[src/hdl/pcx_rle_palette_decoder_macros.svh]
// Assertion macros for the PCX run-length decoder.
`ifndef PCX_RLE_PALETTE_DECODER_MACROS_SVH
`define PCX_RLE_PALETTE_DECODER_MACROS_SVH

`ifndef NO_ASSERTIONS
// Same-cycle implication, checked out of reset.
`define PCX_ASSERT_NOW(lbl, clk, rst, ante, cons, msg) \
  lbl: assert property (@(posedge clk) disable iff (rst) (ante) |-> (cons)) else $error(msg);
// Next-cycle implication, checked out of reset.
`define PCX_ASSERT_NEXT(lbl, clk, rst, ante, cons, msg) \
  lbl: assert property (@(posedge clk) disable iff (rst) (ante) |=> (cons)) else $error(msg);
`else
`define PCX_ASSERT_NOW(lbl, clk, rst, ante, cons, msg)
`define PCX_ASSERT_NEXT(lbl, clk, rst, ante, cons, msg)
`endif

`endif

[src/hdl/pcx_pkg.sv]
package pcx_pkg;

  localparam int PIX_CNT_W = 25;
  localparam int BYTE_W = 8;
  localparam int RGB_W = 24;
  localparam int RUN_W = 6;

  localparam longint unsigned MAX_PIXELS_DEF = 64'd16777216;
  localparam int PALETTE_ENTRIES_DEF = 256;
  localparam int CMDQ_DEPTH_DEF = 4;

  localparam logic [BYTE_W-1:0] RUN_MARK = 8'hc0;
  localparam logic [BYTE_W-1:0] RUN_COUNT_MASK = 8'h3f;

  // Register indexes as decoded from paddr[2].
  localparam logic REG_PIXEL_TOTAL = 1'b0;
  localparam logic REG_PALETTE_ENABLE = 1'b1;

  localparam logic [PIX_CNT_W-1:0] PIXEL_TOTAL_RST = 25'd1;

  typedef enum logic {
    CMD_DATA,
    CMD_PAL
  } cmd_kind_t;

  typedef struct packed {
    cmd_kind_t             kind;
    logic                  prefix;
    logic [BYTE_W-1:0]     code;
    logic [RGB_W-1:0]      rgb;
  } cmd_t;

  typedef struct packed {
    logic [PIX_CNT_W-1:0]  pixel_total;
    logic                  palette_enable;
  } cfg_t;

endpackage

[src/hdl/pcx_front.sv]
module pcx_front (
  input  logic          clk,
  input  logic          rst,
  input  logic          s_tvalid,
  output logic          s_tready,
  input  logic [39:0]   s_tdata,   // data_byte, entry_index, entry_red, entry_green, entry_blue
  input  logic          s_tuser,   // func
  output logic          cmd_valid,
  input  logic          cmd_ready,
  output pcx_pkg::cmd_t cmd
);

  pcx_pkg::cmd_t cmd_next;
  logic [pcx_pkg::BYTE_W-1:0] data_byte;

  assign data_byte = s_tdata[7:0];

  // palette word is red, green, blue from the top down, so blue lands in pixel byte 0
  always_comb begin
    cmd_next.kind   = s_tuser ? pcx_pkg::CMD_PAL : pcx_pkg::CMD_DATA;
    cmd_next.prefix = (data_byte & pcx_pkg::RUN_MARK) == pcx_pkg::RUN_MARK;
    cmd_next.code   = s_tuser ? s_tdata[15:8] : data_byte;
    cmd_next.rgb    = {s_tdata[23:16], s_tdata[31:24], s_tdata[39:32]};
  end

  assign s_tready = !cmd_valid || cmd_ready;

  always_ff @(posedge clk) begin
    if (rst) begin
      cmd_valid <= 1'b0;
    end else if (s_tready) begin
      cmd_valid <= s_tvalid;
    end
    if (s_tvalid && s_tready) begin
      cmd <= cmd_next;
    end
  end

endmodule

[config.mk]
export PLATFORM = sky130hd
export DESIGN_NAME = pcx_front
export DESIGN_NICKNAME = d
export VERILOG_FILES = /design/src/hdl/pcx_rle_palette_decoder_macros.svh /design/src/hdl/pcx_pkg.sv /design/src/hdl/pcx_front.sv
export SDC_FILE = /design/constraint.sdc
export NUM_CORES = 1
export LEC_CHECK = 0
export ABC_AREA = 1
export BUFFER_PORTS_ARGS = -buffer_cell sky130_fd_sc_hd__buf_2
export CELL_PAD_IN_SITES_DETAIL_PLACEMENT = 1
export CELL_PAD_IN_SITES_GLOBAL_PLACEMENT = 2
export CORE_ASPECT_RATIO = 0.75
export CORE_MARGIN = 2
export CORE_UTILIZATION = 22
export CTS_CLUSTER_DIAMETER = 120
export DETAILED_ROUTE_END_ITERATION = 8
export MAX_ROUTING_LAYER = met4
export PLACE_DENSITY = 0.81
export SLEW_MARGIN = 20
export SYNTH_ARGS = -nofsm -noshare
export SYNTH_HDL_FRONTEND = slang
export SYNTH_SLANG_ARGS = --single-unit
export TNS_END_PERCENT = 1
[constraint.sdc]
create_clock -name clk -period 2.6 [get_ports clk]
set_clock_uncertainty 0.15 [all_clocks]
set_input_delay 0.52 -clock clk [delete_from_list [all_inputs] [get_ports clk]]
set_output_delay 0.52 -clock clk [all_outputs]
set_load 0.02 [all_outputs]
==> results.toml, run 1 <==
[run_status]
status = "finished clean"

[sta]
fin_crit_sh_pct = 62.42
max_freq_mhz = 616.1
fin_tns_setup_ps = 0
hold_viol = 0
worst-slew-pin-transition_ps = 432.6
min_period_ps = 1623
slew_viol_final = 0
rsz0062_at_grt = "no"
max_slew_margin_pct = 71.16
finalSetupViolCount = 0
setup_ws_ps = 977.0

[drt]
route.met3.wl_um = 255
vias_per_cell = 3.661
num_vias = 842
wl_met1_um = 1000
wirelength_um = 2593
drt_iter0_drc = 14
wl_per_cell_um = 11.27
drt-pass1-iter-count = 4
ant_nets = 0
route.met2.wl_um = 1288
drc = 0
dr.max_layer_used = "met4"

[worst_setup_path]
r2r_start = "cmd_valid"
crit_path_frequent_cell = "buf_2"
r2r_cells = 2
startpoint_type = "primary input"
endpoint = "s_tready"
cp-startpoint = "cmd_ready"
r2r_setup_slack_ps = 1210
crit_arrival_ps = 950
crit_type = "in2out"
crit_path_end_kind = "output port"
slowest_delay_ps = 160
crit_slowest_cell = "buf_2"
required_ps = 1930
path_cells = "buf_2, inv_1, nand2_1, buf_2"
rr_endpoint = "cmd[31]"
critPathMaxFanout = 2

[synth]
synth_edf_count = 34
synth.avg_cell_area_um2 = 17.63
ys_seq_area_share_pct = 88.14
ys_types = 7
yosysMostFrequentCell = "edfxtp_1"
netlist.area_leader.share_pct = 86.44
synth_area_um2 = 1181
synthFlopType = "edfxtp_1"
synth_nets = 112
synth_common_cells = "34 x edfxtp_1, 11 x inv_1, 10 x nand2_1"
yosys_warnings = 0
yosys.area.top_type = "edfxtp_1"
async_reset_ff_share_pct = 0
ys_ff_latch = 35
synthTopCellsByArea = "edfxtp_1 86%, inv_1 3.5%, o21ai_0 3.4%"
synthCells = 67

[floorplanning]
dieHeight_um = 67.46
core.rowCount = 23
core_area_um2 = 5266
ios = 81
start_util_pct = 22.43
die-width_um = 88.61
die_area_um2 = 5977

[clock_tree]
htreeDepth = 2
cts_hold_buf = 0
cts_max_path_buffers = 2
path_clk_slew_ps = 70
postCtsSetupBuffers = 0
cts_resized = 0
cts.sinks = 35
cts_buffers = 5
cts_root_buf = "clkbuf_8"
insertion_delay_ps = 280
cts_tree = "built"

[pwr]
peakVddDrop_uv = 154.7
power.leakage_uw = 0.0008217
total_power_uw = 1381
powerDensity_nw_per_um2 = 760.5

[global_routing]
grt_use_total_pct = 8.917
grt_overflow_total = 0
first_global_vias = 825
antenna_found_initial = 0
grt_pass1_wl_um = 3712
grt_max_degree = 35

[layout]
fin_nets = 199
areaGrowthSynthToFinish_pct = 53.71
drive_above_1_share_pct = 57.42
fillers = 602
n_antenna_cell = 0
utilization_pct = 34.47

[placed_design]
port_buffers = 80
pre_cts_ws_ps = 898.0
dp_hpwl_um = 2036
gp_congestion = 0.6626

[worst_hold_path]
whs_path_depth = 2
holdCritStartpoint = "rst"
hp-class = "in2reg"

[run]
max_cap_violations = 0
==> cells by family after synthesis <==
family                 share of synthesized area, %
AND/OR/NAND/NOR                               3.178
AO/OA/AOI/OAI                                 4.237
flip-flops                                    88.14
buffers and inverters                         4.449
==> layer usage <==
| layer | global-route usage (%) | up-vias |
|---|---|---|
| met4 | 5.682 | 0 |
| li1 | - | 407 |
| met2 | 14.10 | 46 |
| met3 | 3.790 | 7 |
| met1 | 9.217 | 382 |
| met5 | - | - |
==> sequential cells by signal (all words and copies together), names as in the netlist <==
| register | count |
|---|---|
| cmd | 34 |
| cmd_valid | 1 |
==> final cells by class <==
| cell class | instances | area [µm²] | area share (%) |
|---|---|---|---|
| tap | 75 | 93.84 | 5.169 |
| timing repair buffer | 81 | 407.9 | 22.47 |
| clock inverter | 2 | 60.06 | 3.308 |
| sequential | 35 | 1041 | 57.34 |
| inverter | 11 | 41.29 | 2.274 |
| clock buffer | 6 | 72.57 | 3.997 |
| multi-input combinational | 20 | 98.84 | 5.445 |
==> where the power goes <==
group	total, µW	switching [µW]	internal, µW	leakage, µW
clock	572	189	383	0.0000654
sequential	669	8.68	661	0.000338
combinational	139	86.9	52.0	0.000418
==> critical path, delay by kind of cell <==
kind	cells	cell delay, ps
AND/OR/NAND/NOR	1	80
buffers and inverters	3	350
==> through the flow <==
step | cells | hold WS (ps) | cell area, µm²
final | 230 | 239.1 | 1815
after global routing | 230 | 231.2 | 1815
after CTS | 230 | 229.7 | 1815
after detailed placement | 222 | 377.3 | 1683
after global placement | 222 | 365.5 | 1683
after floorplan | 67 | 439.1 | 1185
==> cells in the final DEF (no fill, tap or decap) <==
cell | synthesis | routed
buf_2 | 0 | 80
edfxtp_1 | 34 | 34
inv_1 | 11 | 11
nand2_1 | 10 | 10
o21ai_0 | 8 | 8
clkbuf_8 | 0 | 5
bufinv_16 | 0 | 2
a21oi_4 | 0 | 1
a21oi_1 | 2 | 1
clkbuf_1 | 0 | 1
dfxtp_1 | 1 | 1
buf_4 | 0 | 1
==> how the worst min path moves through the flow <==
| stage | slack, ps | end |
|---|---|---|
| after floorplan | 440 | cmd_valid |
| after global placement | 370 | cmd_valid |
| after detailed placement | 380 | cmd_valid |
| after CTS | 230 | cmd_valid |
| after global routing | 230 | cmd_valid |
| final | 240 | cmd_valid |
(Power assumes the default switching activity.)
==> inputs of run 2 (changes only) <==
==> constraint.sdc (replaced) <==
create_clock -name clk -period 1.4 [get_ports clk]
set_clock_uncertainty 0.15 [all_clocks]
set_input_delay 0.28 -clock clk [delete_from_list [all_inputs] [get_ports clk]]
set_output_delay 0.28 -clock clk [all_outputs]
set_load 0.02 [all_outputs]
==> results.toml, run 2 (same netlist as run 1, synthesis figures left out) <==
[drt]
drt_iter0_drc = 18
num_vias = 857
drt-pass1-iter-count = 5
wirelength_um = 2610
vias_per_cell = 3.694
wl_per_cell_um = 11.25
ant_nets = 0
drc = 0

[global_routing]
grt_pass1_wl_um = 3801
grt_use_total_pct = 8.839
antenna_found_initial = 0
grt_overflow_total = 0
grt_max_degree = 21
first_global_vias = 847

[placed_design]
postPlaceCellArea_um2 = 1719
dp.cells = 223
dp_hpwl_um = 2111
pre_cts_ws_ps = 94.80
gp_congestion = 0.6805
port_buffers = 80

[worst_setup_path]
r2r_start = "cmd_valid"
critPathMaxFanout = 3
endpoint = "s_tready"
rr_endpoint = "cmd[5]"
startpoint_type = "register"
required_ps = 970
crit_path_end_kind = "output port"
crit_arrival_ps = 870
crit_type = "reg2out"
r2r_setup_slack_ps = 210
cp-startpoint = "cmd_valid"
r2r_cells = 2

[clock_tree]
path_clk_slew_ps = 70
cts.sinks = 35
cts_resized = 0
cts_root_buf = "clkbuf_8"
cts_tree = "built"
htreeDepth = 2
cts_max_path_buffers = 2
insertion_delay_ps = 270
cts_buffers = 5

[layout]
multi_input_area_um2 = 98.84
reg.largest.list = "cmd x34, cmd_valid x1"
fillers = 609
fin_nets = 201
seq_area_um2 = 1045
finalNonFillerCells = 232
layout_commonest_cell = "buf_2"
n_antenna_cell = 0
largest_register = "cmd"
layout_common_cells = "80 x buf_2, 34 x edfxtp_1, 11 x inv_1, 10 x nand2_1, 8 x o21ai_0"
final_area_um2 = 1809
largest_reg_flops = 34
drive_above_1_share_pct = 56.69
areaGrowthSynthToFinish_pct = 53.18

[sta]
min_period_ps = 1305
setup_ws_ps = 95.33
slew_viol_final = 0
fin_crit_sh_pct = 93.19
max_slew_margin_pct = 83.93
fin_tns_setup_ps = 0
max_freq_mhz = 766.5
hold_viol = 0
worst-slew-pin-transition_ps = 241.1
rsz0062_at_grt = "no"
finalSetupViolCount = 0

[floorplanning]
core.rowCount = 23
core_area_um2 = 5266
ios = 81
die-width_um = 88.61
dieHeight_um = 67.46
start_util_pct = 22.43
die_area_um2 = 5977

[pwr]
power.leakage_uw = 0.0008149
peakVddDrop_uv = 373.8
powerDensity_nw_per_um2 = 1204

[run_status]
status = "finished clean"

[run]
max_cap_violations = 0

[worst_hold_path]
hp-class = "in2reg"
[run 2: changes by cell type in the layout (fill, tap and decap cells not counted), sizes merged]
cell	previous run	this run
bufinv	2	0
clkinv	0	2
buf	81	82
dlygate4sd3	0	1
[run 2: what timing repair did]
item / CTS / global route
buffers inserted: 0 / 0
hold endpoints to repair: 1 / 0
setup endpoints to repair: 0 / 0
hold buffers: 1 / 0
[run 2: cell type report]
type / count / area share (%)
clock buffer: 6 / 4.011
clock inverter: 2 / 0.4149
inverter: 11 / 2.282
multi-input combinational: 20 / 5.463
sequential: 35 / 57.75
tap: 75 / 5.187
timing repair buffer: 83 / 24.90
[run 2: power breakdown]
part	switching, µW	internal [µW]
combinational	166	111
sequential	15.9	1230
clock	321	339
total	502	1680
[run 2: per-layer routing]
| layer | up-vias | part of all wire, % | GRT usage, % |
|---|---|---|---|
| met1 | 389 | 39 | 9.146 |
| met5 | - | 0 | - |
| met4 | 0 | 1.5 | 3.977 |
| met2 | 52 | 50 | 15.41 |
| li1 | 412 | - | - |
| met3 | 4 | 9.9 | 2.934 |
[run 2: worst min-delay path by stage]
stage | startpoint | endpoint | slack [ps] | cells past startpoint
2_1_floorplan | rst | cmd_valid | 190 | 1
3_3_place_gp | rst | cmd_valid | 280 | 2
4_1_cts | s_tdata[30] | cmd[14] | 20 | 1
3_5_place_dp | rst | cmd_valid | 280 | 2
5_1_grt | s_tdata[16] | cmd[16] | 10 | 1
6_report | s_tdata[38] | cmd[6] | 30 | 1
[run 2: metrics by stage]
step                power, µW  hold WS [ps]  utilization (%)
detailed placement       1548         282.8            32.64
global route             2286         10.19            34.36
global placement         1537         281.6            32.64
finish                   2178         28.83            34.36
CTS                      2219         18.78            34.36
floorplan                1397         189.4                -
[run 2: worst max-delay path, cell delays in order (launching register included)]
cell,delay (ps)
dfxtp_4,350
nand2_1,80
buf_2,160
==> inputs of run 3 (changes only) <==
--- a/config.mk
+++ b/config.mk
@@ -5,18 +5,17 @@
 export SDC_FILE = /design/constraint.sdc
 export NUM_CORES = 1
 export LEC_CHECK = 0
-export ABC_AREA = 1
 export BUFFER_PORTS_ARGS = -buffer_cell sky130_fd_sc_hd__buf_2
 export CELL_PAD_IN_SITES_DETAIL_PLACEMENT = 1
 export CELL_PAD_IN_SITES_GLOBAL_PLACEMENT = 2
 export CORE_ASPECT_RATIO = 0.75
 export CORE_MARGIN = 2
-export CORE_UTILIZATION = 22
+export CORE_UTILIZATION = 23
 export CTS_CLUSTER_DIAMETER = 120
 export DETAILED_ROUTE_END_ITERATION = 8
 export MAX_ROUTING_LAYER = met4
-export PLACE_DENSITY = 0.81
-export SLEW_MARGIN = 20
+export PLACE_DENSITY = 0.8
+export SLEW_MARGIN = 10
 export SYNTH_ARGS = -nofsm -noshare
 export SYNTH_HDL_FRONTEND = slang
 export SYNTH_SLANG_ARGS = --single-unit
==> results.toml, run 3 <==
[layout]
finalNonFillerCells = 198
n_antenna_cell = 0
largest_reg_flops = 34
fin_nets = 183
reg.largest.list = "cmd x34, cmd_valid x1"
areaGrowthSynthToFinish_pct = 51.20
drive_above_1_share_pct = 71.01
layout_common_cells = "80 x buf_2, 34 x edfxtp_1, 8 x mux2_4, 5 x clkbuf_8"
layout_commonest_cell = "buf_2"
largest_register = "cmd"

[clock_tree]
cts_resized = 0
insertion_delay_ps = 270
htreeDepth = 2
cts.sinks = 35
cts_root_buf = "clkbuf_8"
path_clk_slew_ps = 70
cts_max_path_buffers = 2
cts_tree = "built"
cts_buffers = 5

[worst_setup_path]
critPathMaxFanout = 3
crit_path_end_kind = "output port"
required_ps = 970
crit_arrival_ps = 870
crit_type = "reg2out"
startpoint_type = "register"

[sta]
fin_tns_setup_ps = 0
worst-slew-pin-transition_ps = 280.3
hold_ws_ps = 24.48
rsz0062_at_grt = "no"
max_slew_margin_pct = 81.32
hold_viol = 0
slew_viol_final = 0
min_period_ps = 1303
fin_crit_sh_pct = 93.07
max_freq_mhz = 767.5
finalSetupViolCount = 0

[floorplanning]
dieHeight_um = 66.55
core_area_um2 = 4955
ios = 81
start_util_pct = 24.22
die_area_um2 = 5816
core.rowCount = 22
die-width_um = 87.40

[synth]
synth.avg_cell_area_um2 = 24.49
yosys_warnings = 0
ys_types = 8
async_reset_ff_share_pct = 0
synthCells = 49
synth_common_cells = "34 x edfxtp_1, 8 x mux2_4, 2 x and2_1"
synthFlopType = "edfxtp_1"
yosys.area.top_type = "edfxtp_1"
ys_seq_area_share_pct = 86.76
netlist.area_leader.share_pct = 85.09
yosysMostFrequentCell = "edfxtp_1"
synth_edf_count = 34
ys_ff_latch = 35
synthTopCellsByArea = "edfxtp_1 85%, mux2_4 10%, dfxtp_1 1.7%"
synth_nets = 94
synth_area_um2 = 1200

[drt]
wl_per_cell_um = 13.43
wirelength_um = 2659
drt-pass1-iter-count = 3
ant_nets = 0
num_vias = 769
drc = 0
vias_per_cell = 3.884
drt_iter0_drc = 11

[pwr]
power.leakage_uw = 0.0008089
powerDensity_nw_per_um2 = 1307
peakVddDrop_uv = 488.4
total_power_uw = 2371

[global_routing]
antenna_found_initial = 0
first_global_vias = 837
grt_max_degree = 25
grt_use_total_pct = 9.880
grt_overflow_total = 0
grt_pass1_wl_um = 3988

[run]
max_cap_violations = 0

[placed_design]
dp.cells = 190
port_buffers = 80
gp_congestion = 0.6664

[worst_hold_path]
hp-class = "in2reg"

[run_status]
status = "finished clean"
[run 3: cell types whose count changed in the layout (fill, tap and decap cells not counted), moves of 2 or more]
cell,previous run,this run
clkinv_1,2,0
o21ai_0,8,0
nand2_1,10,0
mux2_4,0,8
inv_1,11,1
[run 3: timing repair]
item                      4_1_cts  5_1_grt
setup buffers                   0        0
hold buffers                    1        0
hold endpoints to repair        1        0
[run 3: cell families after synthesis]
family          Yosys count  synth area share [%]
compound gates            1                0.4167
buf+inv                   2                 1.251
flops                    35                 86.76
mux                       8                 10.01
simple gates              3                 1.564
[run 3: worst paths after layout]
check	from	slack (ps)	to	cells after the start
setup / recovery	cmd_valid	100	s_tready	2
hold / removal	s_tdata[31]	20	cmd[15]	1
setup reg to reg	cmd_valid	210	cmd[27]	3
hold reg to reg	cmd_valid	360	cmd_valid	2
[run 3: final cells by class]
cell class	instances	area (µm²)
Clock inverter	1	30.03
Sequential cell	35	1041
Timing Repair Buffer	83	437.9
Clock buffer	6	72.57
Tap cell	60	75.07
Multi-Input combinational cell	12	153.9
Inverter	1	3.754
Fill cell	541	3141
[run 3: routing by layer]
metal | up-vias | GRT usage (%) | part of all wire [%]
met5 | - | - | 0
met1 | 345 | 9.602 | 37
met2 | 54 | 17.14 | 50
met4 | 0 | 4.615 | 1.3
li1 | 366 | - | -
met3 | 4 | 4.213 | 12
[run 3: where the power goes]
group          total (µW)  internal (µW)  switching [µW]
sequential           1240           1230            16.5
clock                 842            521             320
combinational         287            128             159
total                2370           1880             496
[run 3: metrics by stage]
step           instance area, µm²  util, %  worst slack [ps]
2_1_floorplan                1210        -             27.30
3_3_place_gp                 1702    34.34             144.5
6_report                     1814    36.62             97.02
5_1_grt                      1814    36.62             40.36
4_1_cts                      1814    36.62             78.28
3_5_place_dp                 1702    34.34             106.6
[run 3: critical path, cell delays in order, from the launching register on]
cell and delay (ps):
dfxtp_1 380, nand2b_4 70, buf_2 150
