## config.mk

```make
export PLATFORM = sky130hd
export DESIGN_NAME = pcx_cmdq
export DESIGN_NICKNAME = d
export VERILOG_FILES = /design/src/hdl/pcx_rle_palette_decoder_macros.svh /design/src/hdl/pcx_pkg.sv /design/src/hdl/pcx_cmdq.sv
export SDC_FILE = /design/constraint.sdc
export NUM_CORES = 1
export LEC_CHECK = 0
export BUFFER_PORTS_ARGS = -buffer_cell sky130_fd_sc_hd__buf_2
export CAP_MARGIN = 15
export CORE_MARGIN = 8
export CORE_UTILIZATION = 56
export DETAILED_ROUTE_END_ITERATION = 8
export PLACE_DENSITY = 0.83
export REMOVE_ABC_BUFFERS = 1
export SLEW_MARGIN = 20
export SYNTH_ARGS = -nofsm -noshare
export SYNTH_HDL_FRONTEND = slang
export SYNTH_SLANG_ARGS = --single-unit
```

## constraint.sdc

```tcl
create_clock -name clk -period 2.66 [get_ports clk]
set_input_delay 0 -clock clk [delete_from_list [all_inputs] [get_ports clk]]
set_output_delay 0 -clock clk [all_outputs]
set_load 0.005 [all_outputs]
```

## src/hdl/pcx_rle_palette_decoder_macros.svh

```systemverilog
// Assertion macros for the PCX run-length decoder.
`ifndef PCX_RLE_PALETTE_DECODER_MACROS_SVH
`define PCX_RLE_PALETTE_DECODER_MACROS_SVH

`ifndef NO_ASSERTIONS
// Same-cycle implication, checked out of reset.
`define PCX_ASSERT_NOW(lbl, clk, rst, ante, cons, msg) \
  lbl: assert property (@(posedge clk) disable iff (rst) (ante) |-> (cons)) else $error(msg);
// Next-cycle implication, checked out of reset.
`define PCX_ASSERT_NEXT(lbl, clk, rst, ante, cons, msg) \
  lbl: assert property (@(posedge clk) disable iff (rst) (ante) |=> (cons)) else $error(msg);
`else
`define PCX_ASSERT_NOW(lbl, clk, rst, ante, cons, msg)
`define PCX_ASSERT_NEXT(lbl, clk, rst, ante, cons, msg)
`endif

`endif

```

## src/hdl/pcx_pkg.sv

```systemverilog
package pcx_pkg;

  localparam int PIX_CNT_W = 25;
  localparam int BYTE_W = 8;
  localparam int RGB_W = 24;
  localparam int RUN_W = 6;

  localparam longint unsigned MAX_PIXELS_DEF = 64'd16777216;
  localparam int PALETTE_ENTRIES_DEF = 256;
  localparam int CMDQ_DEPTH_DEF = 4;

  localparam logic [BYTE_W-1:0] RUN_MARK = 8'hc0;
  localparam logic [BYTE_W-1:0] RUN_COUNT_MASK = 8'h3f;

  // Register indexes as decoded from paddr[2].
  localparam logic REG_PIXEL_TOTAL = 1'b0;
  localparam logic REG_PALETTE_ENABLE = 1'b1;

  localparam logic [PIX_CNT_W-1:0] PIXEL_TOTAL_RST = 25'd1;

  typedef enum logic {
    CMD_DATA,
    CMD_PAL
  } cmd_kind_t;

  typedef struct packed {
    cmd_kind_t             kind;
    logic                  prefix;
    logic [BYTE_W-1:0]     code;
    logic [RGB_W-1:0]      rgb;
  } cmd_t;

  typedef struct packed {
    logic [PIX_CNT_W-1:0]  pixel_total;
    logic                  palette_enable;
  } cfg_t;

endpackage

```

## src/hdl/pcx_cmdq.sv

```systemverilog
module pcx_cmdq #(
  parameter int DEPTH = pcx_pkg::CMDQ_DEPTH_DEF
) (
  input  logic          clk,
  input  logic          rst,
  input  logic          push_valid,
  output logic          push_ready,
  input  pcx_pkg::cmd_t push_data,
  output logic          pop_valid,
  input  logic          pop_ready,
  output pcx_pkg::cmd_t pop_data
);

  localparam int PtrW = (DEPTH > 1) ? $clog2(DEPTH) : 1;
  localparam int CntW = $clog2(DEPTH + 1);
  localparam logic [PtrW-1:0] LastPtr = PtrW'(DEPTH - 1);
  localparam logic [CntW-1:0] FullCnt = CntW'(DEPTH);

  pcx_pkg::cmd_t       slots [DEPTH];
  logic [PtrW-1:0]     wr_ptr;
  logic [PtrW-1:0]     rd_ptr;
  logic [CntW-1:0]     count;
  logic                push;
  logic                pop;

  assign push_ready = count != FullCnt;
  assign pop_valid  = count != '0;
  assign pop_data   = slots[rd_ptr];
  assign push       = push_valid && push_ready;
  assign pop        = pop_valid && pop_ready;

  always_ff @(posedge clk) begin
    if (rst) begin
      wr_ptr <= '0;
      rd_ptr <= '0;
      count  <= '0;
    end else begin
      if (push) begin
        wr_ptr <= (wr_ptr == LastPtr) ? '0 : wr_ptr + 1'b1;
      end
      if (pop) begin
        rd_ptr <= (rd_ptr == LastPtr) ? '0 : rd_ptr + 1'b1;
      end
      if (push && !pop) begin
        count <= count + 1'b1;
      end else if (pop && !push) begin
        count <= count - 1'b1;
      end
    end
    if (push) begin
      slots[wr_ptr] <= push_data;
    end
  end

endmodule

```

==> results of run 1 <==
==> sequential cells by signal (all words and copies together) (netlist names), named ones only <==
name and cells:
wr_ptr 2, count 3, rd_ptr 2, slots 136
==> Yosys cell counts, types with 2 or more instances <==
master,instances
sky130_fd_sc_hd__a21oi_1,2
sky130_fd_sc_hd__dfxtp_1,9
sky130_fd_sc_hd__nor2_1,3
sky130_fd_sc_hd__mux2i_1,3
sky130_fd_sc_hd__edfxtp_1,136
sky130_fd_sc_hd__ha_1,6
sky130_fd_sc_hd__buf_4,3
sky130_fd_sc_hd__buf_1,3
sky130_fd_sc_hd__and3_2,4
sky130_fd_sc_hd__xor2_1,2
sky130_fd_sc_hd__nand2b_1,2
sky130_fd_sc_hd__inv_1,3
sky130_fd_sc_hd__mux4_2,34
sky130_fd_sc_hd__clkbuf_2,2
sky130_fd_sc_hd__or3_2,2
==> worst reg2reg max path, delay by kind of cell, from the launching register on <==
family	cells	cell delay, ps
AO/OA/AOI/OAI	1	140
XOR/XNOR	1	170
adder cells (fa/ha/maj)	2	560
buffers and inverters	1	70
flip-flops	1	430
AND/OR/NAND/NOR	3	840
==> power breakdown <==
part	switching [W]	internal (W)
sequential	0.000156	0.00278
clock	0.000895	0.00144
combinational	0.000516	0.000625
==> placed cells by master, fill, tap and decap left out <==
master / synthesis / routed
sky130_fd_sc_hd__dlygate4sd3_1: 0 / 37
sky130_fd_sc_hd__clkinvlp_4: 0 / 4
sky130_fd_sc_hd__nand3_1: 1 / 1
sky130_fd_sc_hd__mux4_2: 34 / 34
sky130_fd_sc_hd__inv_8: 0 / 1
sky130_fd_sc_hd__buf_2: 1 / 73
sky130_fd_sc_hd__mux2i_1: 3 / 3
sky130_fd_sc_hd__ha_1: 6 / 6
sky130_fd_sc_hd__nand2b_1: 2 / 2
sky130_fd_sc_hd__or3b_1: 1 / 1
sky130_fd_sc_hd__dfxtp_1: 9 / 7
sky130_fd_sc_hd__nor3_1: 1 / 1
sky130_fd_sc_hd__o31ai_2: 1 / 1
sky130_fd_sc_hd__clkbuf_8: 0 / 1
sky130_fd_sc_hd__a21oi_1: 2 / 2
sky130_fd_sc_hd__o31ai_1: 1 / 1
sky130_fd_sc_hd__xor2_1: 2 / 2
sky130_fd_sc_hd__nand2_1: 1 / 1
sky130_fd_sc_hd__fa_1: 1 / 1
sky130_fd_sc_hd__buf_12: 0 / 1
sky130_fd_sc_hd__edfxtp_1: 136 / 136
sky130_fd_sc_hd__clkbuf_16: 0 / 16
sky130_fd_sc_hd__inv_1: 3 / 3
sky130_fd_sc_hd__nor2_1: 3 / 3
sky130_fd_sc_hd__clkinv_1: 0 / 2
sky130_fd_sc_hd__and3_2: 4 / 4
sky130_fd_sc_hd__clkinv_4: 0 / 2
sky130_fd_sc_hd__inv_6: 0 / 3
sky130_fd_sc_hd__bufinv_16: 0 / 3
sky130_fd_sc_hd__dfxtp_2: 0 / 2
sky130_fd_sc_hd__or3_1: 1 / 1
sky130_fd_sc_hd__and2_4: 1 / 1
sky130_fd_sc_hd__or3_2: 2 / 2
sky130_fd_sc_hd__o21ai_0: 1 / 1
sky130_fd_sc_hd__buf_4: 3 / 1
==> per-stage QoR <==
| step | cells | worst slack (ps) | util (%) |
|---|---|---|---|
| floorplan | 216 | 471 | - |
| global placement | 420 | 493 | 63.4 |
| detailed placement | 420 | 368 | 63.4 |
| CTS | 489 | 374 | 73.8 |
| global route | 489 | 244 | 73.8 |
| finish | 489 | 380 | 73.8 |
==> metal layers <==
layer | GRT usage [%] | part of all wire, % | vias to the layer above
met1 | 18.0 | 40 | 1349
met2 | 27.4 | 54 | 64
met4 | 5.15 | 0.92 | 0
met5 | 0 | 0 | -
li1 | - | - | 1192
met3 | 4.75 | 4.4 | 9
==> logic make-up after synthesis <==
family	Yosys count	share of synthesized area, %
AO/OA/AOI/OAI	5	0.651
XOR/XNOR	2	0.326
adder cells (fa/ha/maj)	7	1.77
buffers and inverters	13	1.19
flip-flops	145	79.3
multiplexers	37	14.8
AND/OR/NAND/NOR	17	1.98
==> area by class of cell <==
type / instances / area [um^2] / share of cell area [%]
Sequential cell: 145 / 4270 / 62.3
Clock inverter: 15 / 183 / 2.67
Clock buffer: 17 / 414 / 6.05
Tap cell: 129 / 161 / 2.36
Multi-Input combinational cell: 68 / 1050 / 15.3
Timing Repair Buffer: 112 / 763 / 11.1
Inverter: 3 / 11.3 / 0.164
==> worst min path at each step <==
| stage | slack [ps] | startpoint | depth (start not counted) | to |
|---|---|---|---|---|
| finish | 240 | push_data[8] | 2 | slots[2][8] |
| floorplan | 70 | rst | 1 | count[2] |
| global route | 220 | push_data[15] | 2 | slots[3][15] |
| CTS | 220 | push_data[8] | 2 | slots[2][8] |
| detailed placement | 220 | push_data[25] | 1 | slots[0][25] |
| global placement | 210 | push_data[2] | 1 | slots[3][2] |
==> impl_summary.txt, run 1 <==
----------------------------------------------------
[Detailed routing]
  Number of DRC violations after detailed routing ... 0
  Post-route antenna net violation count ... 0
  Routed Wire Length ... 9430 um
  Detailed-route via count ... ~2600
  Average via count per standard cell ... about 5.3
  Detailed Route Iter0 Violations ... between 150 and 200
  Router iterations before antenna repair ... 4
  Routed len/inst ... 19.3 um

[Placed design]
  Count of buffers inserted at the top-level ports ... between 70 and 80
  Final HPWL from detailed placement ... between 5000 and 6000 um
  RD Place Congestion ... between 0.6 and 0.7
  Cell area reported after detailed placement ... about 5900 um^2

[Final layout]
  Final net count ... 392
  Final instance area ... 6850 um^2
  Share of post-route cells with drive strength above 1 ... around two fifths
  Area growth from synthesis to layout ... 27.4%
  # fillers ... approximately 560
  Antenna fix cells ... 0

[Die]
  Die footprint ... roughly 13000 um^2
  Horizontal extent of the die ... approximately 110 um
  Core region area ... just over 9000 um^2
  Chip height ... 114 um
  Row count ... 35
  # IOs ... 74
  Effective utilization at floorplan ... about 58%

[Global route]
  First-pass GRT wire length ... approximately 15000 um
  Maximum number of pins on one net before global-route repair ... 35
  Total overflow reported by the global router ... 0
  Initial antenna violation count ... 0
  Vias in the first global route ... between 2000 and 3000
  Overall fraction of global-route tracks in use ... 15.7%

[STA]
  Total negative slack ... 0 ps
  Maximum clock rate ... 0.439 GHz
  Final setup violation count ... 0
  Final cycle utilization of the critical path ... between 80% and 90%
  Worst max-slew margin expressed relative to the limit ... roughly two fifths
  Post-route minimum period ... about 2300 ps
  Max-slew violation count ... 0
  Layout Skew ... approximately 6 ps
  Actual slew at the worst max-slew pin ... between 900 and 1000 ps
  Fin. Hold Viols ... 0
  Worst slack on hold paths ... 242 ps
  Setup repair after global routing missed its margin ... false

[Power and ir drop]
  Power per cell area ... 935 nW/um^2
  Maximum resistive drop on vdd ... roughly 0.9 mV
  Overall power ... between 0.006 and 0.007 W
  Leakage dissipation ... about 2.4 nW

[Critical path]
  Critical path's slowest cell ... sky130_fd_sc_hd__dfxtp_1
  Cell chain of the critical path ... or3b_1, and2_4, ha_1, inv_1, fa_1, xor2_1, or3_2, a21oi_1
  Largest incremental delay on the critical path ... about 430 ps
  Data arrival time at the worst-slack endpoint ... between 2000 and 3000 ps
  Crit path buf inv count ... 1
  Kind of end point of the critical path ... flop
  Critical R2R Launch ... count[0]
  Reg-to-reg critical path endpoint ... count[2]
  Required time of the critical path ... a little over 3000 ps
  Launch point of the worst path ... count[0]
  Cell depth of the worst setup path ... 8
  Highest fanout seen on the critical path ... 7
  Top delay family on crit path ... simple AND/OR/NAND/NOR gates
  CP startpoint kind ... flop
  R2R setup slack ... around 380 ps
  WS Path Type ... reg -> reg
  Worst reg2reg path depth ... 8
  Worst setup path endpoint ... count[2]

[CTS]
  Clock latency on the worst-skew pair ... around 500 ps
  Total number of H-tree levels ... 4
  Inserted Clock Buffers ... 17
  CTS clock-pin slew for the worst setup and hold paths ... 60 ps
  Buffer count from post-CTS setup fixing ... 0
  Total of hold buffers inserted after clock tree synthesis ... 37
  Clk buf depth ... 2
  Root Buffer Master ... sky130_fd_sc_hd__clkbuf_8
  Number of gates given a new drive strength after cts ... 0
  Number of sinks driven by the clock tree ... between 100 and 150
  TritonCTS clock tree ... yes

[Outcome]
  Result of the run ... finished clean

[Yosys]
  Post-Syn Instances ... between 200 and 250
  Count of state elements after synthesis ... ~150
  Number of warnings reported in the yosys synthesis log ... 0
  Area share of the largest cell type after synthesis ... between 70% and 80%
  Sequential-to-total area share from yosys stat ... roughly four fifths
  Commonest register cell after synthesis ... sky130_fd_sc_hd__edfxtp_1
  Post-Syn Area ... roughly 5400 um^2
  Average instance area after synthesis ... between 20 and 25 um^2
  Share of synthesized registers carrying an async set or reset ... 0%
  Top post-synthesis cells by area ... sky130_fd_sc_hd__edfxtp_1 (76%), sky130_fd_sc_hd__mux4_2 (14%), sky130_fd_sc_hd__dfxtp_1 (3.4%), sky130_fd_sc_hd__ha_1 (1.4%), sky130_fd_sc_hd__mux2i_1 (0.56%)
  Count of flip-flops with a built-in enable after synthesis ... approximately 140
  Post-synth top area cell ... sky130_fd_sc_hd__edfxtp_1
  Number of unique standard cell types used by synthesis ... 27

[Hold path]
  Worst min path class ... in -> reg

[Flow run]
  Max-Cap Viols ... 0

----------------------------------------------------
(Power assumes the default switching activity.)
==> run 2, diff against run 1 <==
Settings changed: RECOVER_POWER set to 100.
==> impl_summary.txt, run 2 (synthesized netlist as in run 1, its figures left out) <==
----------------------------------------------------
[Outcome]
  Result of the run ... finished clean (unchanged)

[Critical path]
  WS Path Type ... reg -> reg (unchanged)
  Top delay family on crit path ... simple AND/OR/NAND/NOR gates (unchanged)
  Worst reg2reg path depth ... 8 (unchanged)
  Cell depth of the worst setup path ... 8 (unchanged)
  Largest incremental delay on the critical path ... 440 ps (was 430 ps)
  Critical path's slowest cell ... sky130_fd_sc_hd__dfxtp_1 (unchanged)
  Kind of end point of the critical path ... flop (unchanged)
  CP startpoint kind ... flop (unchanged)
  Critical R2R Launch ... count[0] (unchanged)
  Highest fanout seen on the critical path ... 7 (unchanged)
  R2R setup slack ... 380 ps (about the same)
  Reg-to-reg critical path endpoint ... count[2] (unchanged)
  Cell chain of the critical path ... or3b_1, and2_4, ha_1, inv_1, fa_1, xor2_1, or3_2, a21oi_1 (unchanged)
  Required time of the critical path ... 3100 ps (about the same)
  Data arrival time at the worst-slack endpoint ... 2720 ps (about the same)
  Crit path buf inv count ... 1 (unchanged)

[Flow run]
  Max-Cap Viols ... 0 (unchanged)

[STA]
  Worst setup slack after layout ... 381 ps (was 380 ps)
  Max-slew violation count ... 0 (unchanged)
  Fin. Hold Viols ... 0 (unchanged)
  Worst max-slew margin expressed relative to the limit ... 38.2% (was 38.3%)
  Total negative slack ... 0 ps (unchanged)
  Final cycle utilization of the critical path ... 85.7% (about the same)
  Layout Skew ... 6.81 ps (was 5.86 ps)
  Final setup violation count ... 0 (unchanged)
  Worst slack on hold paths ... 285 ps (was 242 ps)
  Maximum clock rate ... 0.439 GHz (about the same)
  Post-route minimum period ... 2280 ps (about the same)
  Actual slew at the worst max-slew pin ... 927 ps (was 925 ps)
  Setup repair after global routing missed its margin ... false (unchanged)

[Die]
  Horizontal extent of the die ... 114 um (unchanged)
  Chip height ... 114 um (unchanged)
  # IOs ... 74 (unchanged)
  Core region area ... 9280 um^2 (unchanged)
  Effective utilization at floorplan ... 57.9% (unchanged)
  Row count ... 35 (unchanged)
  Die footprint ... 13000 um^2 (unchanged)

[Power and ir drop]
  Switching part of the total power ... 24.7% (was 24.4%)
  Share of total power in sequential cells ... 46.1% (was 45.8%)
  Int Power ... 0.00479 W (was 0.00484 W)
  Part of the power in the clock network ... 36.7% (was 36.4%)
  Power dissipated by switching net loads ... 0.00157 W (about the same)
  Maximum resistive drop on vdd ... 0.888 mV (was 0.889 mV)
  Power per cell area ... 940 nW/um^2 (was 935 nW/um^2)
  Share of total power in combinational logic ... 17.2% (was 17.8%)
  Leakage dissipation ... 2.23 nW (was 2.38 nW)

[CTS]
  Clock latency on the worst-skew pair ... 500 ps (about the same)
  Clk buf depth ... 2 (unchanged)
  Buffer count from post-CTS setup fixing ... 0 (unchanged)
  CTS clock-pin slew for the worst setup and hold paths ... 60 ps (about the same)
  Number of gates given a new drive strength after cts ... 0 (unchanged)
  Number of sinks driven by the clock tree ... 145 (unchanged)
  TritonCTS clock tree ... yes (unchanged)
  Inserted Clock Buffers ... 17 (unchanged)
  Root Buffer Master ... sky130_fd_sc_hd__clkbuf_8 (unchanged)
  Total number of H-tree levels ... 4 (unchanged)

[Hold path]
  Worst min path class ... in -> reg (unchanged)
  Hold Path Sink ... slots[2][8] (unchanged)
  Worst hold stages ... 2 (unchanged)
  Worst Hold Launch ... push_data[8] (unchanged)

[Detailed routing]
  Routed Wire Length ... 9370 um (was 9430 um)
  Post-route antenna net violation count ... 0 (unchanged)
  Router iterations before antenna repair ... 4 (unchanged)
  Number of DRC violations after detailed routing ... 0 (unchanged)
  Routed len/inst ... 19.2 um (was 19.3 um)
  Detailed-route via count ... 2629 (was 2614)
  Average via count per standard cell ... 5.38 (was 5.35)
  Detailed Route Iter0 Violations ... 182 (was 152)

[Final layout]
  Final net count ... 392 (unchanged)
  Share of post-route cells with drive strength above 1 ... 25.3% (was 41.4%)
  Max reg flops ... 136 (unchanged)
  Regs by FF count ... slots x136, count x3 (unchanged)
  Commonest cells after routing, fill and taps aside ... sky130_fd_sc_hd__edfxtp_1 (136), sky130_fd_sc_hd__clkbuf_1 (57), sky130_fd_sc_hd__dlygate4sd3_1 (37) (was sky130_fd_sc_hd__edfxtp_1 (136), sky130_fd_sc_hd__buf_2 (73), sky130_fd_sc_hd__dlygate4sd3_1 (37))
  Antenna fix cells ... 0 (unchanged)
  Register with the most flip-flops ... slots (unchanged)
  Most common cell after layout, fill and taps aside ... sky130_fd_sc_hd__edfxtp_1 (unchanged)
  Area growth from synthesis to layout ... 25.9% (was 27.4%)

[Placed design]
  RD Place Congestion ... 0.699 (unchanged)
  Final HPWL from detailed placement ... 5460 um (unchanged)
  Pre-CTS setup slack ... 368 ps (unchanged)
  Count of buffers inserted at the top-level ports ... 73 (unchanged)

[Global route]
  First-pass GRT wire length ... 15100 um (unchanged)
  Overall fraction of global-route tracks in use ... 15.7% (unchanged)
  Total overflow reported by the global router ... 0 (unchanged)
  Vias in the first global route ... 2869 (unchanged)
  Maximum number of pins on one net before global-route repair ... 35 (unchanged)
  Initial antenna violation count ... 0 (unchanged)

----------------------------------------------------
==> run 2: cell count changes in the layout (fill, tap and decap cells not counted) <==
cell                       delta
sky130_fd_sc_hd__clkbuf_1    +57
sky130_fd_sc_hd__buf_2       -56
sky130_fd_sc_hd__o31ai_2      -1
sky130_fd_sc_hd__o31ai_1      +1
sky130_fd_sc_hd__buf_4        -1
==> run 2: power groups by stage <==
stage / logic, W / clock network [W] / registers, W
after floorplan: 0.000645 / 0 / 0.00296
after detailed placement: 0.00112 / 0 / 0.00298
after global placement: 0.00109 / 0 / 0.00296
after global routing: 0.00121 / 0.00248 / 0.00297
after CTS: 0.00117 / 0.00238 / 0.00294
final: 0.00110 / 0.00234 / 0.00293
==> run 2: worst reg2reg max path: stages, from the launching register on <==
cell and delay (ps):
sky130_fd_sc_hd__dfxtp_1 440, sky130_fd_sc_hd__or3b_1 240, sky130_fd_sc_hd__and2_4 190, sky130_fd_sc_hd__ha_1 190
sky130_fd_sc_hd__inv_1 70, sky130_fd_sc_hd__fa_1 370, sky130_fd_sc_hd__xor2_1 170, sky130_fd_sc_hd__or3_2 400
sky130_fd_sc_hd__a21oi_1 140
==> run 2: stage by stage <==
step	util, %	cells	total power (W)	instance area [um^2]
6_report	72.9	489	0.00637	6770
2_1_floorplan	-	216	0.00361	5330
5_1_grt	72.9	489	0.00665	6770
3_3_place_gp	63.4	420	0.00405	5880
4_1_cts	73.8	489	0.00648	6850
3_5_place_dp	63.4	420	0.00410	5880
==> run 2: what timing repair did <==
action,in CTS,in global routing
hold endpoints to repair,145,0
endpoints found under the setup margin,0,0
hold buffers,37,0
==> run 2: cell type report <==
class	count	area, um^2
clock buffer	17	414
clock inverter	15	183
fill	583	2510
inverter	3	11.3
multi-input combinational	68	1040
sequential	145	4270
tap	129	161
timing repair buffer	112	689
==> run 2: per-layer routing <==
metal / vias up / part of all wire (%) / global-route usage (%)
li1: 1193 / - / -
met1: 1360 / 40 / 18.0
met2: 68 / 55 / 27.4
met3: 8 / 4.5 / 4.75
met4: 0 / 0.94 / 5.15
met5: - / 0 / 0
==> run 2: worst max path at each step <==
stage	to	from	slack, ps
final	count[2]	count[0]	380
after global routing	count[2]	count[0]	250
after CTS	count[2]	count[0]	370
after detailed placement	count[2]	count[0]	370
after global placement	count[2]	count[0]	490
after floorplan	count[2]	count[0]	470
==> run 3, diff against run 2 <==
--- a/config.mk
+++ b/config.mk
@@ -9,6 +9,8 @@
 export CAP_MARGIN = 15
+export CELL_PAD_IN_SITES_DETAIL_PLACEMENT = 1
+export CELL_PAD_IN_SITES_GLOBAL_PLACEMENT = 2
 export CORE_MARGIN = 8
-export CORE_UTILIZATION = 56
+export CORE_UTILIZATION = 47
 export DETAILED_ROUTE_END_ITERATION = 8
-export PLACE_DENSITY = 0.83
+export PLACE_DENSITY = 0.88
 export RECOVER_POWER = 100
==> constraint.sdc (replaced) <==
create_clock -name clk -period 2.7 [get_ports clk]
set_input_delay 0.27 -clock clk [delete_from_list [all_inputs] [get_ports clk]]
set_output_delay 0.27 -clock clk [all_outputs]
set_load 0.005 [all_outputs]
==> impl_summary.txt, run 3 (synthesized netlist as in run 1, its figures left out) <==
----------------------------------------------------
[Global route]
  Initial antenna violation count ... 0 (unchanged)
  Routing layer with the top usage in global route ... met2 (unchanged)
  Met2 Track Usage GR ... 23.1% (was 27.4%)
  Overall fraction of global-route tracks in use ... 14.5% (was 15.7%)
  Global Route met3 Usage ... 5.11% (was 4.75%)
  Vias in the first global route ... 2875 (was 2869)
  Total overflow reported by the global router ... 0 (unchanged)
  Met1 capacity usage during global routing ... 17.1% (was 18.0%)
  First-pass GRT wire length ... 15600 um (was 15100 um)
  Maximum number of pins on one net before global-route repair ... 23 (was 35)

[Final layout]
  Share of post-route cells with drive strength above 1 ... 26.1% (was 25.3%)
  Max reg flops ... 136 (unchanged)
  Area growth from synthesis to layout ... 19.6% (was 25.9%)
  Final net count ... 363 (was 392)
  Combined area of the multi-input logic cells ... 1040 um^2 (about the same)
  # fillers ... 1013 (was 583)
  Register with the most flip-flops ... slots (unchanged)
  Most common cell after layout, fill and taps aside ... sky130_fd_sc_hd__edfxtp_1 (unchanged)
  Regs by FF count ... slots x136, count x3 (unchanged)
  Antenna fix cells ... 0 (unchanged)
  Sequential standard cell area ... 4270 um^2 (about the same)
  Final instance area ... 6430 um^2 (was 6770 um^2)
  Commonest cells after routing, fill and taps aside ... sky130_fd_sc_hd__edfxtp_1 (136), sky130_fd_sc_hd__clkbuf_1 (62), sky130_fd_sc_hd__mux4_2 (34) (was sky130_fd_sc_hd__edfxtp_1 (136), sky130_fd_sc_hd__clkbuf_1 (57), sky130_fd_sc_hd__dlygate4sd3_1 (37))

[STA]
  Final setup violation count ... 0 (unchanged)
  Maximum clock rate ... 0.430 GHz (was 0.439 GHz)
  Post-route minimum period ... 2330 ps (was 2280 ps)
  Layout Skew ... 13.4 ps (was 6.81 ps)
  Total negative slack ... 0 ps (unchanged)
  Fin. Hold Viols ... 0 (unchanged)
  Final cycle utilization of the critical path ... 86.2% (was 85.7%)
  Worst max-slew margin expressed relative to the limit ... 29.6% (was 38.2%)
  Max-slew violation count ... 0 (unchanged)
  Setup repair after global routing missed its margin ... false (unchanged)
  Actual slew at the worst max-slew pin ... 1060 ps (was 927 ps)

[CTS]
  Number of gates given a new drive strength after cts ... 0 (unchanged)
  Clock latency on the worst-skew pair ... 420 ps (was 500 ps)
  TritonCTS clock tree ... yes (unchanged)
  Number of sinks driven by the clock tree ... 145 (unchanged)
  Total number of H-tree levels ... 4 (unchanged)
  Buffer count from post-CTS setup fixing ... 0 (unchanged)
  Clk buf depth ... 2 (unchanged)
  Root Buffer Master ... sky130_fd_sc_hd__clkbuf_16 (was sky130_fd_sc_hd__clkbuf_8)
  CTS clock-pin slew for the worst setup and hold paths ... 60 ps (about the same)
  Total of hold buffers inserted after clock tree synthesis ... 0 (was 37)
  Inserted Clock Buffers ... 17 (unchanged)

[Power and ir drop]
  Leakage dissipation ... 2.09 nW (was 2.23 nW)
  Overall power ... 0.00611 W (was 0.00637 W)
  Power per cell area ... 950 nW/um^2 (was 940 nW/um^2)
  Maximum resistive drop on vdd ... 0.559 mV (was 0.888 mV)

[Placed design]
  Cell area reported after detailed placement ... 5980 um^2 (was 5880 um^2)
  Final HPWL from detailed placement ... 6570 um (was 5460 um)
  Count of buffers inserted at the top-level ports ... 73 (unchanged)
  RD Place Congestion ... 0.693 (was 0.699)

[Hold path]
  Worst min path class ... in -> reg (unchanged)
  Worst hold stages ... 1 (was 2)
  Worst Hold Launch ... push_data[2] (was push_data[8])
  Hold Path Sink ... slots[1][2] (was slots[2][8])

[Critical path]
  Cell chain of the critical path ... or3b_1, and2_4, ha_1, inv_1, fa_1, xor2_1, or3_2, a21oi_1 (unchanged)
  Highest fanout seen on the critical path ... 7 (unchanged)
  Data arrival time at the worst-slack endpoint ... 2680 ps (was 2720 ps)
  Largest incremental delay on the critical path ... 430 ps (was 440 ps)
  Reg-to-reg critical path endpoint ... count[2] (unchanged)
  R2R setup slack ... 370 ps (was 380 ps)
  CP startpoint kind ... flop (unchanged)
  WS Path Type ... reg -> reg (unchanged)
  Critical path's slowest cell ... sky130_fd_sc_hd__dfxtp_1 (unchanged)
  Worst reg2reg path depth ... 8 (unchanged)
  Required time of the critical path ... 3050 ps (was 3100 ps)
  Critical R2R Launch ... count[0] (unchanged)
  Crit path buf inv count ... 1 (unchanged)
  Top delay family on crit path ... simple AND/OR/NAND/NOR gates (unchanged)
  Kind of end point of the critical path ... flop (unchanged)

[Detailed routing]
  Detailed Route Iter0 Violations ... 119 (was 182)
  Post-route antenna net violation count ... 0 (unchanged)
  Average via count per standard cell ... 5.41 (was 5.38)
  Router iterations before antenna repair ... 4 (unchanged)
  Routed len/inst ... 21.0 um (was 19.2 um)
  Detailed-route via count ... 2557 (was 2629)
  Number of DRC violations after detailed routing ... 0 (unchanged)
  Routed Wire Length ... 9950 um (was 9370 um)

[Die]
  Row count ... 39 (was 35)
  Chip height ... 123 um (was 114 um)
  Horizontal extent of the die ... 123 um (was 114 um)
  # IOs ... 74 (unchanged)
  Core region area ... 11300 um^2 (was 9280 um^2)
  Die footprint ... 15100 um^2 (was 13000 um^2)
  Effective utilization at floorplan ... 47.7% (was 57.9%)

[Outcome]
  Result of the run ... finished clean (unchanged)

[Flow run]
  Max-Cap Viols ... 0 (unchanged)

----------------------------------------------------
==> run 3: cell types whose count changed in the layout (fill, tap and decap cells not counted), moves of 2 or more <==
cell	change
sky130_fd_sc_hd__clkbuf_2	+2
sky130_fd_sc_hd__and3_2	-4
sky130_fd_sc_hd__clkbuf_1	+5
sky130_fd_sc_hd__buf_12	+2
sky130_fd_sc_hd__dlygate4sd3_1	-37
sky130_fd_sc_hd__inv_6	-2
sky130_fd_sc_hd__and3_1	+4
sky130_fd_sc_hd__clkinvlp_4	-2
sky130_fd_sc_hd__clkinv_1	+2
sky130_fd_sc_hd__clkinv_2	+2
==> run 3: how the worst max path moves through the flow <==
stage | start | end | slack, ps | cells past startpoint
finish | count[0] | count[2] | 370 | 8
global route | count[0] | slots[0][13] | 200 | 3
CTS | count[0] | count[2] | 360 | 8
detailed placement | count[0] | count[2] | 380 | 8
global placement | count[0] | count[2] | 520 | 8
floorplan | flop | pop_data[0] | 240 | 1
==> run 3: layout make-up <==
| cell class | instances | share of cell area (%) |
|---|---|---|
| sequential | 145 | 66.3 |
| multi-input combinational | 68 | 16.2 |
| clock buffer | 19 | 6.73 |
| timing repair buffer | 83 | 6.03 |
| tap | 143 | 2.78 |
| clock inverter | 12 | 1.83 |
| inverter | 3 | 0.175 |
==> run 3: power by group <==
group / switching, W / leakage (nW) / internal, W
Combinational: 0.000573 / 0.507 / 0.000547
Sequential: 0.0000998 / 1.32 / 0.00273
Clock: 0.000820 / 0.263 / 0.00134
==> run 3: layer usage <==
| metal | vias up | share of wire (%) |
|---|---|---|
| met5 | - | 0 |
| met4 | 0 | 2.0 |
| met3 | 17 | 6.6 |
| met2 | 79 | 50 |
| met1 | 1330 | 41 |
| li1 | 1131 | - |
==> run 3: per-stage QoR <==
stage / hold WS (ps) / utilization, % / setup WS [ps] / instances
after floorplan: 339 / - / 245 / 216
after global placement: 476 / 53.1 / 524 / 442
after detailed placement: 484 / 53.1 / 377 / 442
after CTS: 44.5 / 58.0 / 363 / 473
after global routing: 107 / 57.1 / 197 / 473
final: 108 / 57.1 / 374 / 473
